$ cat src/rtl/psp_pkg.sv
// Package for the pie sector pixel classifier: shared types, widths and constants.
// Used by every module of the block; depends on nothing.
package psp_pkg;

  // Field widths
  localparam int OFS_W   = 8;
  localparam int CRD_W   = 10;
  localparam int PIX_W   = 11;
  localparam int RAD_W   = 8;
  localparam int SLOPE_W = 18;

  // Divider: dividend is offset_y * 100, at most 25500, held in 15 bits
  localparam int NUM_W      = 15;
  localparam int DIV_STEPS  = 3;
  localparam int DIV_STAGES = NUM_W / DIV_STEPS;
  localparam int QUO_MAX    = 25500;

  localparam logic [NUM_W-1:0] SLOPE_SCALE = NUM_W'(100);
  // Slope of a vertical offset (offset_x of zero)
  localparam logic signed [SLOPE_W-1:0] SLOPE_VERT = 18'sd99000;

  // Configuration register indexes
  typedef enum logic [2:0] {
    REG_CENTRE_X    = 3'd0,
    REG_CENTRE_Y    = 3'd1,
    REG_RADIUS      = 3'd2,
    REG_RIGHT_LOW   = 3'd3,
    REG_RIGHT_HIGH  = 3'd4,
    REG_LEFT_LOW    = 3'd5,
    REG_LEFT_HIGH   = 3'd6,
    REG_ENABLE      = 3'd7
  } psp_reg_t;

  // Configuration as seen by the pipeline
  typedef struct packed {
    logic [CRD_W-1:0]          centre_x;
    logic [CRD_W-1:0]          centre_y;
    logic [RAD_W-1:0]          circle_radius;   // already clipped to the maximum radius
    logic signed [SLOPE_W-1:0] right_low_bound;
    logic signed [SLOPE_W-1:0] right_high_bound;
    logic signed [SLOPE_W-1:0] left_low_bound;
    logic signed [SLOPE_W-1:0] left_high_bound;
    logic                      sector_enable;
  } psp_cfg_t;

  // Side information that travels with each beat down the pipe
  typedef struct packed {
    logic                    vld;
    logic                    dx_zero;
    logic                    in_disc;
    logic [PIX_W-1:0]        column_right;
    logic signed [PIX_W-1:0] column_left;
    logic signed [PIX_W-1:0] row_upper;
    logic [PIX_W-1:0]        row_lower;
  } psp_tag_t;

  // Long division state between divider stages
  typedef struct packed {
    logic [OFS_W-1:0] rem;
    logic [OFS_W-1:0] dvs;
    logic [NUM_W-1:0] num;
    logic [NUM_W-1:0] quo;
  } psp_div_t;

  // Half-open slope window test: low <= s < high
  function automatic logic in_window(input logic signed [SLOPE_W-1:0] s,
                                     input logic signed [SLOPE_W-1:0] lo,
                                     input logic signed [SLOPE_W-1:0] hi);
    return (s >= lo) && (s < hi);
  endfunction

endpackage

$ cat src/rtl/psp_front.sv
// Front end of the classifier: two register stages for squares, disc test,
// slope dividend and screen coordinates. Depends on psp_pkg.
module psp_front (
  input  logic                      clk,
  input  logic                      rst,
  input  logic                      adv,
  input  logic                      in_fire,
  input  logic [psp_pkg::OFS_W-1:0] offset_x,
  input  logic [psp_pkg::OFS_W-1:0] offset_y,
  input  psp_pkg::psp_cfg_t         cfg,
  output psp_pkg::psp_tag_t         tag,
  output psp_pkg::psp_div_t         div
);
  import psp_pkg::*;

  // Stage one registers
  psp_tag_t                 tag1;
  logic [OFS_W-1:0]         ox1;
  logic [NUM_W-1:0]         num1;
  logic [2*OFS_W-1:0]       sqx1;
  logic [2*OFS_W-1:0]       sqy1;
  logic [2*RAD_W-1:0]       sqr1;

  psp_tag_t                 tag1_next;
  logic [2*OFS_W:0]         dist_sum;

  // Coordinates and flags for the incoming beat
  always_comb begin
    tag1_next.vld          = in_fire;
    tag1_next.dx_zero      = (offset_x == '0);
    tag1_next.in_disc      = 1'b0;
    tag1_next.column_right = PIX_W'(cfg.centre_x) + PIX_W'(offset_x);
    tag1_next.column_left  = $signed(PIX_W'(cfg.centre_x) - PIX_W'(offset_x));
    tag1_next.row_upper    = $signed(PIX_W'(cfg.centre_y) - PIX_W'(offset_y));
    tag1_next.row_lower    = PIX_W'(cfg.centre_y) + PIX_W'(offset_y);
  end

  // Stage one: squares and dividend
  always_ff @(posedge clk) begin
    if (rst) begin
      tag1.vld <= 1'b0;
    end else if (adv) begin
      tag1.vld <= tag1_next.vld;
    end
    if (adv) begin
      tag1.dx_zero      <= tag1_next.dx_zero;
      tag1.in_disc      <= tag1_next.in_disc;
      tag1.column_right <= tag1_next.column_right;
      tag1.column_left  <= tag1_next.column_left;
      tag1.row_upper    <= tag1_next.row_upper;
      tag1.row_lower    <= tag1_next.row_lower;
      ox1  <= offset_x;
      num1 <= NUM_W'(offset_y) * SLOPE_SCALE;
      sqx1 <= (2*OFS_W)'(offset_x) * (2*OFS_W)'(offset_x);
      sqy1 <= (2*OFS_W)'(offset_y) * (2*OFS_W)'(offset_y);
      sqr1 <= (2*RAD_W)'(cfg.circle_radius) * (2*RAD_W)'(cfg.circle_radius);
    end
  end

  // Stage two: disc test
  assign dist_sum = (2*OFS_W+1)'(sqx1) + (2*OFS_W+1)'(sqy1);

  always_ff @(posedge clk) begin
    if (rst) begin
      tag.vld <= 1'b0;
    end else if (adv) begin
      tag.vld <= tag1.vld;
    end
    if (adv) begin
      tag.dx_zero      <= tag1.dx_zero;
      tag.in_disc      <= (dist_sum <= (2*OFS_W+1)'(sqr1));
      tag.column_right <= tag1.column_right;
      tag.column_left  <= tag1.column_left;
      tag.row_upper    <= tag1.row_upper;
      tag.row_lower    <= tag1.row_lower;
      div.rem <= '0;
      div.dvs <= ox1;
      div.num <= num1;
      div.quo <= '0;
    end
  end

endmodule

$ cat src/rtl/psp_div_stage.sv
// One stage of the pipelined restoring divider: resolves DIV_STEPS quotient
// bits per cycle while adv lets the pipe move, and forwards the side tag. Depends on psp_pkg.
module psp_div_stage (
  input  logic              clk,
  input  logic              rst,
  input  logic              adv,
  input  psp_pkg::psp_tag_t tag_in,
  input  psp_pkg::psp_div_t div_in,
  output psp_pkg::psp_tag_t tag_out,
  output psp_pkg::psp_div_t div_out
);
  import psp_pkg::*;

  psp_div_t div_next;

  // Shift-subtract steps, most significant dividend bit first
  always_comb begin
    logic [OFS_W-1:0]     rem;
    logic [OFS_W:0]       trial;
    logic [DIV_STEPS-1:0] qbits;
    rem   = div_in.rem;
    qbits = '0;
    for (int j = 0; j < DIV_STEPS; j++) begin
      trial = {rem, div_in.num[NUM_W-1-j]};
      if (trial >= {1'b0, div_in.dvs}) begin
        rem                    = OFS_W'(trial - {1'b0, div_in.dvs});
        qbits[DIV_STEPS-1-j]   = 1'b1;
      end else begin
        rem = trial[OFS_W-1:0];
      end
    end
    div_next.rem = rem;
    div_next.dvs = div_in.dvs;
    div_next.num = div_in.num << DIV_STEPS;
    div_next.quo = {div_in.quo[NUM_W-1-DIV_STEPS:0], qbits};
  end

  always_ff @(posedge clk) begin
    if (rst) begin
      tag_out.vld <= 1'b0;
    end else if (adv) begin
      tag_out.vld <= tag_in.vld;
    end
    if (adv) begin
      tag_out.dx_zero      <= tag_in.dx_zero;
      tag_out.in_disc      <= tag_in.in_disc;
      tag_out.column_right <= tag_in.column_right;
      tag_out.column_left  <= tag_in.column_left;
      tag_out.row_upper    <= tag_in.row_upper;
      tag_out.row_lower    <= tag_in.row_lower;
      div_out              <= div_next;
    end
  end

`ifndef ASSERT_OFF
  // Partial remainder always stays below a nonzero divisor
  a_rem_below_dvs: assert property (@(posedge clk) disable iff (rst)
    (tag_out.vld && !tag_out.dx_zero) |-> (div_out.rem < div_out.dvs))
    else $error("divider remainder not below divisor");
`endif

endmodule

$ cat src/rtl/psp_classify.sv
// Final stage: slope selection, four window tests and the output register.
// Depends on psp_pkg.
module psp_classify (
  input  logic                             clk,
  input  logic                             rst,
  input  logic                             adv,
  input  psp_pkg::psp_tag_t                tag,
  input  logic [psp_pkg::NUM_W-1:0]        quo,
  input  psp_pkg::psp_cfg_t                cfg,
  output logic                             out_valid,
  output logic                             hit_upper_right,
  output logic                             hit_lower_right,
  output logic                             hit_upper_left,
  output logic                             hit_lower_left,
  output logic [psp_pkg::PIX_W-1:0]        column_right,
  output logic signed [psp_pkg::PIX_W-1:0] column_left,
  output logic signed [psp_pkg::PIX_W-1:0] row_upper,
  output logic [psp_pkg::PIX_W-1:0]        row_lower
);
  import psp_pkg::*;

  logic signed [SLOPE_W-1:0] slope;
  logic signed [SLOPE_W-1:0] slope_neg;
  logic                      go;

  // Slope and its mirror, vertical offsets use the sentinel
  assign slope     = tag.dx_zero ? SLOPE_VERT : $signed(SLOPE_W'(quo));
  assign slope_neg = -slope;
  assign go        = tag.in_disc && cfg.sector_enable;

  always_ff @(posedge clk) begin
    if (rst) begin
      out_valid <= 1'b0;
    end else if (adv) begin
      out_valid <= tag.vld;
    end
  end

  always_ff @(posedge clk) begin
    if (adv) begin
      hit_upper_right <= go && in_window(slope, cfg.right_low_bound, cfg.right_high_bound);
      hit_lower_right <= go && in_window(slope_neg, cfg.right_low_bound, cfg.right_high_bound);
      hit_upper_left  <= go && in_window(slope, cfg.left_low_bound, cfg.left_high_bound);
      hit_lower_left  <= go && in_window(slope_neg, cfg.left_low_bound, cfg.left_high_bound);
      column_right    <= tag.column_right;
      column_left     <= tag.column_left;
      row_upper       <= tag.row_upper;
      row_lower       <= tag.row_lower;
    end
  end

`ifndef ASSERT_OFF
  // Quotient of a dividend of at most 25500 by a nonzero divisor
  a_quo_range: assert property (@(posedge clk) disable iff (rst)
    (tag.vld && !tag.dx_zero) |-> (quo <= NUM_W'(QUO_MAX)))
    else $error("slope quotient out of range");
`endif

endmodule

$ cat src/rtl/pie_sector_pixel_classifier_core.sv
// Top level of the pie sector pixel classifier: configuration registers and
// the pipeline of psp_front, psp_div_stage and psp_classify. Depends on psp_pkg.
//
// Usage:
// - Input channel in_valid/in_ready carries one grid offset (offset_x, offset_y)
//   per beat; output channel out_valid/out_ready carries the four hit flags and
//   the four screen coordinates of the mirrored pixels.
// - Configuration: cfg_we writes cfg_data into register cfg_index
//   (centre, radius, four slope bounds, enable). Write only while the pipe is
//   empty. A radius above RADIUS_MAX is stored as RADIUS_MAX.
// - Throughput: one beat per cycle while the pipe is not stalled. Each beat
//   passes through two front stages (squares, disc test), five divider
//   stages of three quotient bits each, and the output register.
// - Stall: when out_valid is high and out_ready low, the whole pipe holds;
//   in_ready drops and nothing is lost or repeated. A bubble at the output
//   register is filled even while the receiver is stalled.
// - Reset (rst, synchronous): clears all stage valid bits and all
//   configuration registers to zero.
module pie_sector_pixel_classifier_core #(
  parameter int RADIUS_MAX = 255
) (
  input  logic                             clk,
  input  logic                             rst,
  input  logic                             cfg_we,
  input  logic [2:0]                       cfg_index,
  input  logic [psp_pkg::SLOPE_W-1:0]      cfg_data,
  input  logic                             in_valid,
  output logic                             in_ready,
  input  logic [psp_pkg::OFS_W-1:0]        offset_x,
  input  logic [psp_pkg::OFS_W-1:0]        offset_y,
  output logic                             out_valid,
  input  logic                             out_ready,
  output logic                             hit_upper_right,
  output logic                             hit_lower_right,
  output logic                             hit_upper_left,
  output logic                             hit_lower_left,
  output logic [psp_pkg::PIX_W-1:0]        column_right,
  output logic signed [psp_pkg::PIX_W-1:0] column_left,
  output logic signed [psp_pkg::PIX_W-1:0] row_upper,
  output logic [psp_pkg::PIX_W-1:0]        row_lower
);
  import psp_pkg::*;

  localparam int RMAX_W = $clog2(RADIUS_MAX + 1);
  localparam int CMP_W  = (RMAX_W > RAD_W) ? RMAX_W : RAD_W;
  localparam logic [CMP_W-1:0] RMAX_C = CMP_W'(RADIUS_MAX);

  psp_cfg_t         cfg;
  logic             adv;
  logic [CMP_W-1:0] radius_wr;
  psp_tag_t         tag [DIV_STAGES+1];
  psp_div_t         div [DIV_STAGES+1];
  logic [DIV_STAGES:0] stage_vld;

  // Global stall: the pipe moves when the output register is free or taken
  assign adv      = !out_valid || out_ready;
  assign in_ready = adv;

  // Configuration registers
  assign radius_wr = CMP_W'(cfg_data[RAD_W-1:0]);

  always_ff @(posedge clk) begin
    if (rst) begin
      cfg <= '0;
    end else if (cfg_we) begin
      unique case (psp_reg_t'(cfg_index))
        REG_CENTRE_X:   cfg.centre_x <= cfg_data[CRD_W-1:0];
        REG_CENTRE_Y:   cfg.centre_y <= cfg_data[CRD_W-1:0];
        REG_RADIUS:     cfg.circle_radius <= (radius_wr > RMAX_C) ?
                                             RMAX_C[RAD_W-1:0] : cfg_data[RAD_W-1:0];
        REG_RIGHT_LOW:  cfg.right_low_bound <= $signed(cfg_data);
        REG_RIGHT_HIGH: cfg.right_high_bound <= $signed(cfg_data);
        REG_LEFT_LOW:   cfg.left_low_bound <= $signed(cfg_data);
        REG_LEFT_HIGH:  cfg.left_high_bound <= $signed(cfg_data);
        REG_ENABLE:     cfg.sector_enable <= cfg_data[0];
      endcase
    end
  end

  // Front end
  psp_front u_front (
    .clk      (clk),
    .rst      (rst),
    .adv      (adv),
    .in_fire  (in_valid && in_ready),
    .offset_x (offset_x),
    .offset_y (offset_y),
    .cfg      (cfg),
    .tag      (tag[0]),
    .div      (div[0])
  );

  // Divider chain
  for (genvar k = 0; k < DIV_STAGES; k++) begin : g_div
    psp_div_stage u_stage (
      .clk     (clk),
      .rst     (rst),
      .adv     (adv),
      .tag_in  (tag[k]),
      .div_in  (div[k]),
      .tag_out (tag[k+1]),
      .div_out (div[k+1])
    );
  end

  for (genvar k = 0; k <= DIV_STAGES; k++) begin : g_vld
    assign stage_vld[k] = tag[k].vld;
  end

  // Window tests and output register
  psp_classify u_classify (
    .clk             (clk),
    .rst             (rst),
    .adv             (adv),
    .tag             (tag[DIV_STAGES]),
    .quo             (div[DIV_STAGES].quo),
    .cfg             (cfg),
    .out_valid       (out_valid),
    .hit_upper_right (hit_upper_right),
    .hit_lower_right (hit_lower_right),
    .hit_upper_left  (hit_upper_left),
    .hit_lower_left  (hit_lower_left),
    .column_right    (column_right),
    .column_left     (column_left),
    .row_upper       (row_upper),
    .row_lower       (row_lower)
  );

`ifndef ASSERT_OFF
  // A stalled pipe keeps every stage's valid bit
  a_stall_holds: assert property (@(posedge clk) disable iff (rst)
    !adv |=> $stable(stage_vld) && out_valid)
    else $error("pipeline moved during stall");

  // Reset empties the output stage and clears every stage valid bit
  a_reset_empty: assert property (@(posedge clk)
    rst |=> !out_valid && (stage_vld == '0))
    else $error("pipeline not empty after reset");

  // A beat leaving the last divider stage lands in the output register
  a_last_to_out: assert property (@(posedge clk) disable iff (rst)
    (adv && stage_vld[DIV_STAGES]) |=> out_valid)
    else $error("beat lost at output register");
`endif

endmodule

$ cat config.mk
export PLATFORM = sky130hd
export DESIGN_NAME = pie_sector_pixel_classifier_core
export DESIGN_NICKNAME = d
export VERILOG_FILES = /design/src/rtl/psp_pkg.sv /design/src/rtl/psp_front.sv /design/src/rtl/psp_div_stage.sv /design/src/rtl/psp_classify.sv /design/src/rtl/pie_sector_pixel_classifier_core.sv
export SDC_FILE = /design/constraint.sdc
export NUM_CORES = 2
export LEC_CHECK = 0
export ABC_AREA = 1
export BUFFER_PORTS_ARGS = -buffer_cell sky130_fd_sc_hd__buf_4
export CORE_ASPECT_RATIO = 2
export CORE_MARGIN = 1.5
export CORE_UTILIZATION = 64
export DETAILED_ROUTE_END_ITERATION = 7
export GPL_TIMING_DRIVEN = 0
export PLACE_DENSITY = 0.81
export SYNTH_ARGS = -nofsm -noshare
export SYNTH_HDL_FRONTEND = slang
export SYNTH_SLANG_ARGS = --single-unit
$ cat constraint.sdc
create_clock -name clk -period 48.3 [get_ports clk]
set_input_delay 4.83 -clock clk [delete_from_list [all_inputs] [get_ports clk]]
set_output_delay 4.83 -clock clk [all_outputs]
set_load 0.005 [all_outputs]
==> impl_metrics.toml <==
[run_status]
status = "completed"

[logic_synthesis]
yosys_register_bits = 678
synth-edff-count = 569
yosys-top-cells-area = "edfxtp_1, ha_1, nand2_1"
synthCells = 3741
yosysSeqAreaShare_pct = 49.7
synth_top_cell_by_area = "edfxtp_1"
syn_area_sq_mm = 0.0387
avgSynthCellArea_sq_um = 10.4
ys.flop_type = "edfxtp_1"
synth_top_area_share_pct = 44.1
yosys_warnings = 0
ys_types = 58
async_flop_share_pct = 0

[setup_path]
crit_type = "in2out"
reg2reg_slack_ps = 42530
worst_setup_path_end_kind = "output pin"
crit_required_ps = 43470
worstSetupStartpointType = "primary input"
path_max_fanout = 116
arrival_ps = 7360

[flow_run]
cap_viol_max_count = 0

[clock_network]
cts_htree_levels = 2
clockBufferDepth = 3
post_cts_buffers = 0
insertion_delay_ps = 620
holdBufCountCts = 0
clock-sinks = 678
cts-resized-gates = 0
cts_tree = "built"
root_buffer = "clkbuf_16"
cts_buffers = 56
clk_pin_slew_ps = 70

[pwr]
swShare_pct = 41.5
p_per_area_mw_per_mm2 = 59.3
clkPwrFrac_pct = 18.5
internal-power_mw = 1.47
power_switching_mw = 1.04
power_mw = 2.52
peakVddDrop_uv = 45.2
power_frac_seq_pct = 31.6
leakagePower_nw = 19.6
pwr-share-comb_pct = 49.9

[timing]
worst_pin_slew_ps = 1060
clock_skew_ps = 23.8
maxSlewViolCount = 0
fin_crit_sh_pct = 25.2
clock.fmax_mhz = 82.0
fin_setup_tns_ps = 0
finalSetupViolations = 0
relSlewSlack_pct = 29.0
fin_crit_ps = 12190
rsz0062_at_grt = "no"
hold_viol_final = 0

[global_routing]
antenna_found_initial = 1
groute.usage.overall_pct = 28.5
grt_pass1_vias = 27598
grt_pass1_wl_mm = 136
grt_overflow_total = 0
grt_max_degree = 122

[placement]
dp_cells = 4612
routabilityCongestion = 0.961
portBuffers = 89
dpl.hpwl_mm = 65.2
placed_cell_area_sq_mm = 0.0405

[cells_and_area]
fin_util_pct = 70.8
layout.cells.non_filler = 4718
syn2layout_area_growth_pct = 9.48
regArea_sq_mm = 0.0193
final_area_sq_mm = 0.0424
multiInputGateArea_sq_mm = 0.0171
nFillCells = 4158
drive_gt1_share_pct = 7.58
layout.nets = 4457

[die]
ios = 92
core_area_sq_mm = 0.0599
dieArea_sq_mm = 0.0621
row_count = 127
die_h_um = 351
chipWidth_um = 177
initial_utilization_pct = 64.7

[detailed_routing]
drtIter0Drc = 1638
vias = 27000
viasPerCell = 5.72
dr.pass1.iters = 6
routedWlPerCell_um = 18.3
drc = 0
routed_wl_mm = 86.5
drtAntennaViolNets = 0

[min_path]
hold_path.class = "reg2reg"
## power groups by stage
| stage | clock network [mW] | logic (mW) | registers, mW |
|---|---|---|---|
| after floorplan | 0 | 0.940 | 0.793 |
| after global placement | 0 | 1.18 | 0.803 |
| after detailed placement | 0 | 1.22 | 0.807 |
| after CTS | 0.473 | 1.24 | 0.796 |
| after global routing | 0.491 | 1.41 | 0.803 |
| final | 0.466 | 1.26 | 0.796 |
## cell usage after synthesis, types with 50 or more instances
| cell type | count |
|---|---|
| ha_1 | 424 |
| nand3_1 | 122 |
| inv_1 | 545 |
| a21oi_1 | 239 |
| edfxtp_1 | 569 |
| nand2_1 | 700 |
| fa_1 | 95 |
| xor2_1 | 123 |
| nor2_1 | 266 |
| clkbuf_1 | 50 |
| dfxtp_1 | 109 |
| o21ai_0 | 80 |
| a211oi_1 | 85 |
## area by class of cell
type,instances,share of cell area [%]
antenna,1,0.00590
inverter,569,5.05
buffer,64,0.669
tap,774,2.28
sequential,678,45.4
clock buffer,71,3.61
multi-input combinational,2433,40.2
timing repair buffer,94,1.90
clock inverter,34,0.829
## flip-flops by register name, summed over array words and instances (netlist names), 7 cells and up
register,cells
u_classify.row_lower,11
u_front.ox1,7
u_front.div,21
cfg,101
u_classify.row_upper,10
u_classify.column_right,10
u_front.tag,45
u_front.sqr1,15
u_front.num1,12
u_front.tag1,44
u_classify.column_left,11
u_front.sqy1,15
g_div.u_stage.tag_out,225
g_div.u_stage.div_out,131
u_front.sqx1,15
## worst max-delay path: stages
cell	delay (ps)
buf_4	110
nor2_1	540
clkinv_4	620
buf_16	400
buf_16	380
buf_4	240
## layout by cell type (no fill, tap or decap), drive strengths merged, types with 108 or more instances in the layout
master / count
ha: 424
a21oi: 248
edfxtp: 569
nor2: 278
dfxtp: 109
nand2: 718
nand3: 138
buf: 108
clkbuf: 121
xor2: 123
inv: 575
## metrics by stage
stage	hold slack [ps]	setup WS (ps)
4_1_cts	412	36200
3_5_place_dp	405	36210
5_1_grt	420	35930
3_3_place_gp	400	19690
6_report	412	36110
2_1_floorplan	400	27790
## path summary, 6_finish.rpt
path,startpoint,endpoint,cells after the start
setup / recovery,out_ready,in_ready,6
hold / removal,g_div[1].u_stage.div_out[0],g_div[2].u_stage.div_out[3],0
setup reg to reg,g_div[1].u_stage.div_out[31],g_div[2].u_stage.div_out[45],26
hold reg to reg,g_div[1].u_stage.div_out[0],g_div[2].u_stage.div_out[3],0
## metal layers
metal | part of all wire [%] | GRT usage (%)
met5 | 0 | 0
met4 | 9.7 | 24.4
met3 | 4.8 | 2.90
met2 | 53 | 52.5
met1 | 33 | 28.1
## cell families after synthesis
kind of cell | after synthesis | synth area share (%)
fa+ha+maj | 519 | 18.6
buf+inv | 633 | 6.24
other cells | 1 | 0.00968
flops | 678 | 49.7
xor+xnor | 163 | 3.68
compound gates | 499 | 7.68
mux | 1 | 0.0291
simple gates | 1247 | 14.0
Note: power is estimated with default switching activity, not from simulation.
